[config.mk]
export PLATFORM = sky130hd
export DESIGN_NAME = iirdf1_cell
export DESIGN_NICKNAME = d
export VERILOG_FILES = /design/src/sv/iirdf1_pkg.sv /design/src/sv/iirdf1_cell.sv
export SDC_FILE = /design/constraint.sdc
export NUM_CORES = 2
export LEC_CHECK = 0
export BUFFER_PORTS_ARGS = -buffer_cell sky130_fd_sc_hd__buf_2
export CORE_UTILIZATION = 55
export CTS_CLUSTER_DIAMETER = 30
export DETAILED_ROUTE_END_ITERATION = 6
export PLACE_DENSITY_LB_ADDON = 0.12
export SYNTH_ARGS = -nofsm -noshare
export SYNTH_HDL_FRONTEND = slang
export SYNTH_SLANG_ARGS = --single-unit
[constraint.sdc]
create_clock -name clk -period 6.6 [get_ports clk]
set_input_delay 0.66 -clock clk [delete_from_list [all_inputs] [get_ports clk]]
set_output_delay 0.66 -clock clk [all_outputs]
set_load 0.05 [all_outputs]
[src/sv/iirdf1_pkg.sv]
// Package for the direct form I IIR filter: widths, operation codes,
// the per-cell control struct and small helper functions.
// No dependencies; used by iirdf1_cell and iir_direct_form_one_filter.
package iirdf1_pkg;

    localparam int MAX_ORDER = 8;
    localparam int SLOT_W    = $clog2(MAX_ORDER);
    localparam int ORDER_W   = 4;
    localparam int IDX_W     = 4;
    localparam int DATA_W    = 24;
    localparam int PROD_W    = 2 * DATA_W;
    localparam int ACC_W     = PROD_W + $clog2(2 * MAX_ORDER + 1);
    localparam int FRAC_SH   = 20;
    localparam int CNT_LAST  = MAX_ORDER + 2;
    localparam int CNT_W     = $clog2(CNT_LAST + 1);

    localparam logic [1:0] OP_SAMPLE = 2'd0;
    localparam logic [1:0] OP_WR_NUM = 2'd1;
    localparam logic [1:0] OP_WR_DEN = 2'd2;
    localparam logic [1:0] OP_CLEAR  = 2'd3;

    typedef struct packed {
        logic wr_b;
        logic wr_a;
        logic mul_en;
        logic add_en;
        logic active;
    } cell_ctl_t;

    function automatic logic [ORDER_W-1:0] eff_order(input logic [ORDER_W-1:0] ord);
        logic [ORDER_W-1:0] n;
        n = ord;
        if (n == '0) begin
            n = ORDER_W'(1);
        end
        if (n > ORDER_W'(MAX_ORDER)) begin
            n = ORDER_W'(MAX_ORDER);
        end
        return n;
    endfunction

    // Reduces a slot number modulo the order by repeated subtraction.
    function automatic logic [SLOT_W-1:0] slot_mod(input logic [SLOT_W-1:0] p,
                                                   input logic [ORDER_W-1:0] n);
        logic [ORDER_W-1:0] r;
        r = ORDER_W'(p);
        for (int i = 0; i < MAX_ORDER; i++) begin
            if (r >= n) begin
                r = r - n;
            end
        end
        return r[SLOT_W-1:0];
    endfunction

endpackage

[src/sv/iirdf1_cell.sv]
// One tap cell of the filter: holds a numerator and a denominator coefficient,
// forms its two products and adds b*hx - a*hy into the partial sum down the row.
// Depends on iirdf1_pkg.
module iirdf1_cell (
    input  logic                                    clk,
    input  logic                                    rst_n,
    input  iirdf1_pkg::cell_ctl_t                   ctl,
    input  logic signed [iirdf1_pkg::DATA_W-1:0]    wdata,
    input  logic signed [iirdf1_pkg::DATA_W-1:0]    hx,
    input  logic signed [iirdf1_pkg::DATA_W-1:0]    hy,
    input  logic signed [iirdf1_pkg::ACC_W-1:0]     sum_in,
    output logic signed [iirdf1_pkg::ACC_W-1:0]     sum_out,
    output logic signed [iirdf1_pkg::DATA_W-1:0]    b_coef
);

    logic signed [iirdf1_pkg::DATA_W-1:0] b_reg;
    logic signed [iirdf1_pkg::DATA_W-1:0] a_reg;
    logic signed [iirdf1_pkg::PROD_W-1:0] pb_reg;
    logic signed [iirdf1_pkg::PROD_W-1:0] pa_reg;
    logic signed [iirdf1_pkg::ACC_W-1:0]  sum_reg;
    logic signed [iirdf1_pkg::ACC_W-1:0]  sum_next;

    always_ff @(posedge clk or negedge rst_n)
    begin
        if (!rst_n)
        begin
            b_reg <= '0;
            a_reg <= '0;
        end
        else
        begin
            if (ctl.wr_b)
            begin
                b_reg <= wdata;
            end
            if (ctl.wr_a)
            begin
                a_reg <= wdata;
            end
        end
    end

    always_comb
    begin
        if (ctl.active)
        begin
            sum_next = sum_in + iirdf1_pkg::ACC_W'(pb_reg) - iirdf1_pkg::ACC_W'(pa_reg);
        end
        else
        begin
            sum_next = sum_in;
        end
    end

    always_ff @(posedge clk)
    begin
        if (ctl.mul_en)
        begin
            pb_reg <= hx * b_reg;
            pa_reg <= hy * a_reg;
        end
        if (ctl.add_en)
        begin
            sum_reg <= sum_next;
        end
    end

    assign sum_out = sum_reg;
    assign b_coef  = b_reg;

endmodule

* Word-level counts from Yosys, hierarchy flattened *
Cells that the tools add are included.

operators by class
  multipliers = 2
  $add $sub $neg = 2
  mux-type cells = 1

operators by type and width
  kind              number
  $mul A24 B24 Y48  2
  $add A53 B48 Y53  1
  $mux W53          1
  $sub A53 B48 Y53  1

word-level totals
  bits in registers = 197

* Longest topological paths before layout *
  depth after elaboration = 3
  gate-level depth with buffers = 26
  mapped depth without buffers = 25

* Worst setup path after synthesis *
Ideal clock, no wire load.

  path type = input port to flip-flop
  start point = input port hy[23] (netlist name)
  end point = register pa_reg[45] (netlist name), data pin
  setup slack = -684 ps
  arrival time = 7,016 ps
  setup time = 269 ps
  cell stages on the path = 22
  cell sequence = clkbuf_1 nand2_1 inv_1 fa_1 fa_1 inv_1 fa_1 fa_1 fa_1 fa_1 fa_1 inv_1 ha_1 a21o_1 a21o_1 a21o_1 a21o_1 a21o_1 a21o_1 a21oi_1 o31ai_1 xor2_1

on the way
  word-level cells in the longest chain between the ends = 1

ends and longest elaborated chain
  item                  RTL line           text
  from (decl)           iirdf1_cell.sv:10  input logic signed [iirdf1_pkg::DATA_W-1:0] hy,
  $mul A24 B24 Y48      iirdf1_cell.sv:60  pa_reg <= hy * a_reg;
  to (signal assigned)  iirdf1_cell.sv:60
  to (decl)             iirdf1_cell.sv:19  logic signed [iirdf1_pkg::PROD_W-1:0] pa_reg;

Every way passes these cells.
A chain may end at the register's enable or synchronous reset.

* Worst setup path in the final report *
  start point = register b_reg, in the netlist b_coef[0]
  end point = register pb_reg[40] (netlist name), data pin

on the way
  word-level cells in the longest chain between the ends = 1

ends and longest elaborated chain
  item                    RTL line           text
  from (decl)             iirdf1_cell.sv:16  logic signed [iirdf1_pkg::DATA_W-1:0] b_reg;
  from (signal assigned)  iirdf1_cell.sv:34  b_reg <= wdata;
  $mul A24 B24 Y48        iirdf1_cell.sv:59  pb_reg <= hx * b_reg;
  to (signal assigned)    iirdf1_cell.sv:59
  to (decl)               iirdf1_cell.sv:18  logic signed [iirdf1_pkg::PROD_W-1:0] pb_reg;

Every way passes these cells.

==> summary.txt <==
Logic synthesis
  – Adder-Cell Fraction of Synth Area: 0.549
  – Post-synth EDFFs: roughly 150
  – Syn_area_per_cell: 9.56 sq um
  – Yosys cell types: 76
  – Post-Syn Area: ~54000 sq um
  – Synth area leaders: fa_1 (47%), inv_1 (10%), edfxtp_1 (8.4%)
  – Synth Flop Type: edfxtp_1
  – Flops & latches, synth: around 200
  – Sequential share of the synthesized area: 0.106
  – Synth Net Count: between 7000 and 8000
  – Commonest cells in the netlist: inv_1 (1429), fa_1 (1266), nand2_1 (677)
  – Simple-gate portion of the synthesized area: 0.138
  – Top cell type's share of synthesized area: 0.474
  – Main combinational cell family by area after synthesis: adder cells
  – Synth async-reset ratio: 0.244
  – Yosys top cell by area: fa_1
  – Gate count after technology mapping: 5596
  – Synth Warn #: 0
  – Top-count cell post-synth: inv_1
  – Mux contribution to synthesized area: 0.0131
  – Xor/xnor share of the synthesized area: 0.0229
  – Compound-gate portion of the synthesized area: 0.0558

Placed design
  – Input/output buffers: ~210
  – Placed instance area: roughly 61000 sq um
  – Post-DP HPWL: 122 mm
  – Gp weighted congestion: 0.922

Global routing
  – Largest net degree at the start of global routing: 69
  – Initial antenna violation count: 11
  – Remaining global-route overflow: 0
  – First-pass GRT wire length: ~230 mm
  – Overall routing resource usage: 0.304
  – Number of global-route vias before repair: approximately 43000

Routing
  – Starting DRT DRC Count: approximately 2600
  – Drt first pass iters: 6
  – Wirelength per Cell: roughly 19 um
  – # DRC: 0
  – DR vias/cell: around 5.3
  – Routed wire length: between 100 and 150 mm
  – Vias: 39929
  – Antenna-violating nets left: 0

Hold path
  – Tightest Hold Check Type: in -> async

Layout
  – Finished Cell Area: ~63000 sq um
  – Layout area overhead: 16.8%
  – Layout cells sized above 1: 0.189
  – FILL cells: around 8000
  – Nets: around 8000
  – Number of flip-flops in the largest register: 53

STA
  – Hold Fails Final Rpt: 0
  – Final period utilization: 1.05
  – Slew margin rel.: 0.251
  – Worst setup margin: -0.344 ns
  – Worst Tran Pin Value: between 1 and 1.5 ns
  – Max-slew violation count: 0
  – Worst Skew: around 0.019 ns
  – Setup TNS: -5.22 ns
  – RSZ-0062 raised after global routing: yes
  – Fmax: approximately 0.14 GHz
  – Final setup vio count: 26
  – Crit path time final: 6.94 ns

Die
  – Initial core utilization: 0.554
  – Die W: between 300 and 400 um
  – Chip height: 314 um
  – I/O pin total: roughly 210
  – Row count: around 110
  – Die Area: 98500 sq um
  – CORE AREA: ~97000 sq um

Clock tree
  – H-tree Lvls: 4
  – Clock latency on the worst-skew pair: roughly 0.5 ns
  – Clock buffer depth: 2
  – Root buffer cell: clkbuf_16
  – Num CTS Buffers: 17
  – CTS tree: built
  – Clk sinks: a little under 200
  – Clock Pin Slew Worst Setup and Hold Paths: around 0.080 ns

Run status
  – Status: complete, but fails checks
  – Failing checks: negative setup slack

Worst setup path
  – Critical path fanouts, max: 7
  – Crit Path Class: reg -> reg
  – Crit start category: flip-flop
  – Critical Path AT: between 7 and 8 ns
  – CP endpoint kind: flip-flop
  – Req. time, crit path: between 6 and 7 ns

Job
  – Max cap viols: 0
final cells by class:
class,count,area [sq um],area share
Multi-Input combinational cell,3748,42900,0.685
Timing Repair Buffer,818,6420,0.103
Clock inverter,15,120,0.00192
Sequential cell,197,5710,0.0913
Tap cell,1276,1600,0.0255
Clock buffer,17,425,0.00680
Inverter,1431,5390,0.0862
Antenna cell,4,10.0,0.000160
routing by layer:
layer | track usage | share of wire
met4 | 0.104 | 0.039
met1 | 0.400 | 0.40
met5 | 0 | 0.00039
met3 | 0.0426 | 0.062
met2 | 0.519 | 0.50
cells by family (layout without fill, tap and decap cells):
kind of cell | Yosys count | in the layout
flops | 197 | 197
other cells | 0 | 4
simple gates | 1496 | 1496
mux | 64 | 64
xor+xnor | 140 | 140
compound gates | 461 | 461
buf+inv | 1651 | 2281
fa+ha+maj | 1587 | 1587
final timing paths:
check / startpoint / endpoint / slack [ns] / depth (start not counted)
max: b_coef[0] / pb_reg[40] / -0.34 / 24
min: rst_n / b_coef[20] / 0.33 / 2
max reg2reg: b_coef[0] / pb_reg[40] / -0.34 / 24
min reg2reg: a_reg[20] / a_reg[20] / 0.58 / 1
max in group asynchronous: rst_n / b_coef[0] / 5.34 / 2
min in group clk: wdata[5] / b_coef[5] / 0.40 / 2
repair_timing:
item | 4_1_cts | 5_1_grt
pin swaps | 83 | 96
setup buffers | 11 | 28
gates cloned | 0 | 3
setup endpoints to repair | 40 | 51
hold buffers | 0 | 0
gates resized for setup | 69 | 174
layout by cell type (no fill, tap or decap), drive strengths merged, types with 98 or more instances in the layout:
| cell | count |
|---|---|
| ha | 321 |
| a21oi | 125 |
| inv | 1435 |
| and2 | 550 |
| nor2 | 111 |
| xnor2 | 98 |
| fa | 1266 |
| o21ai | 107 |
| edfxtp | 149 |
| buf | 815 |
| nand2 | 677 |
per-stage QoR:
step                      utilization  cells  hold WS [ns]  worst slack [ns]
after floorplan                     -   5596         0.364           -0.0995
after global routing            0.647   7504         0.393            -0.506
after CTS                       0.637   7472         0.378            -0.305
after global placement          0.627   7429         0.557            -0.620
final                           0.648   7506         0.332            -0.344
after detailed placement        0.627   7429         0.566            -0.657
worst max-delay path, cell delays in order, from the launching register on:
cell      delay [ns]
dfrtp_4         0.59
buf_8           0.19
and2_4          0.14
fa_1            0.50
inv_2           0.05
fa_1            0.54
fa_2            0.46
fa_1            0.51
inv_2           0.04
fa_2            0.46
fa_1            0.49
inv_1           0.05
fa_1            0.47
inv_1           0.04
ha_2            0.17
a211o_1         0.29
a311o_1         0.36
a221oi_2        0.31
nand2_1         0.13
a21oi_4         0.22
o31ai_4         0.12
buf_4           0.18
o21ai_4         0.17
o21ai_2         0.07
xor2_1          0.13
Power is not shown: default switching activity piles up to over one toggle a cycle in this logic, so the estimate is an artifact.
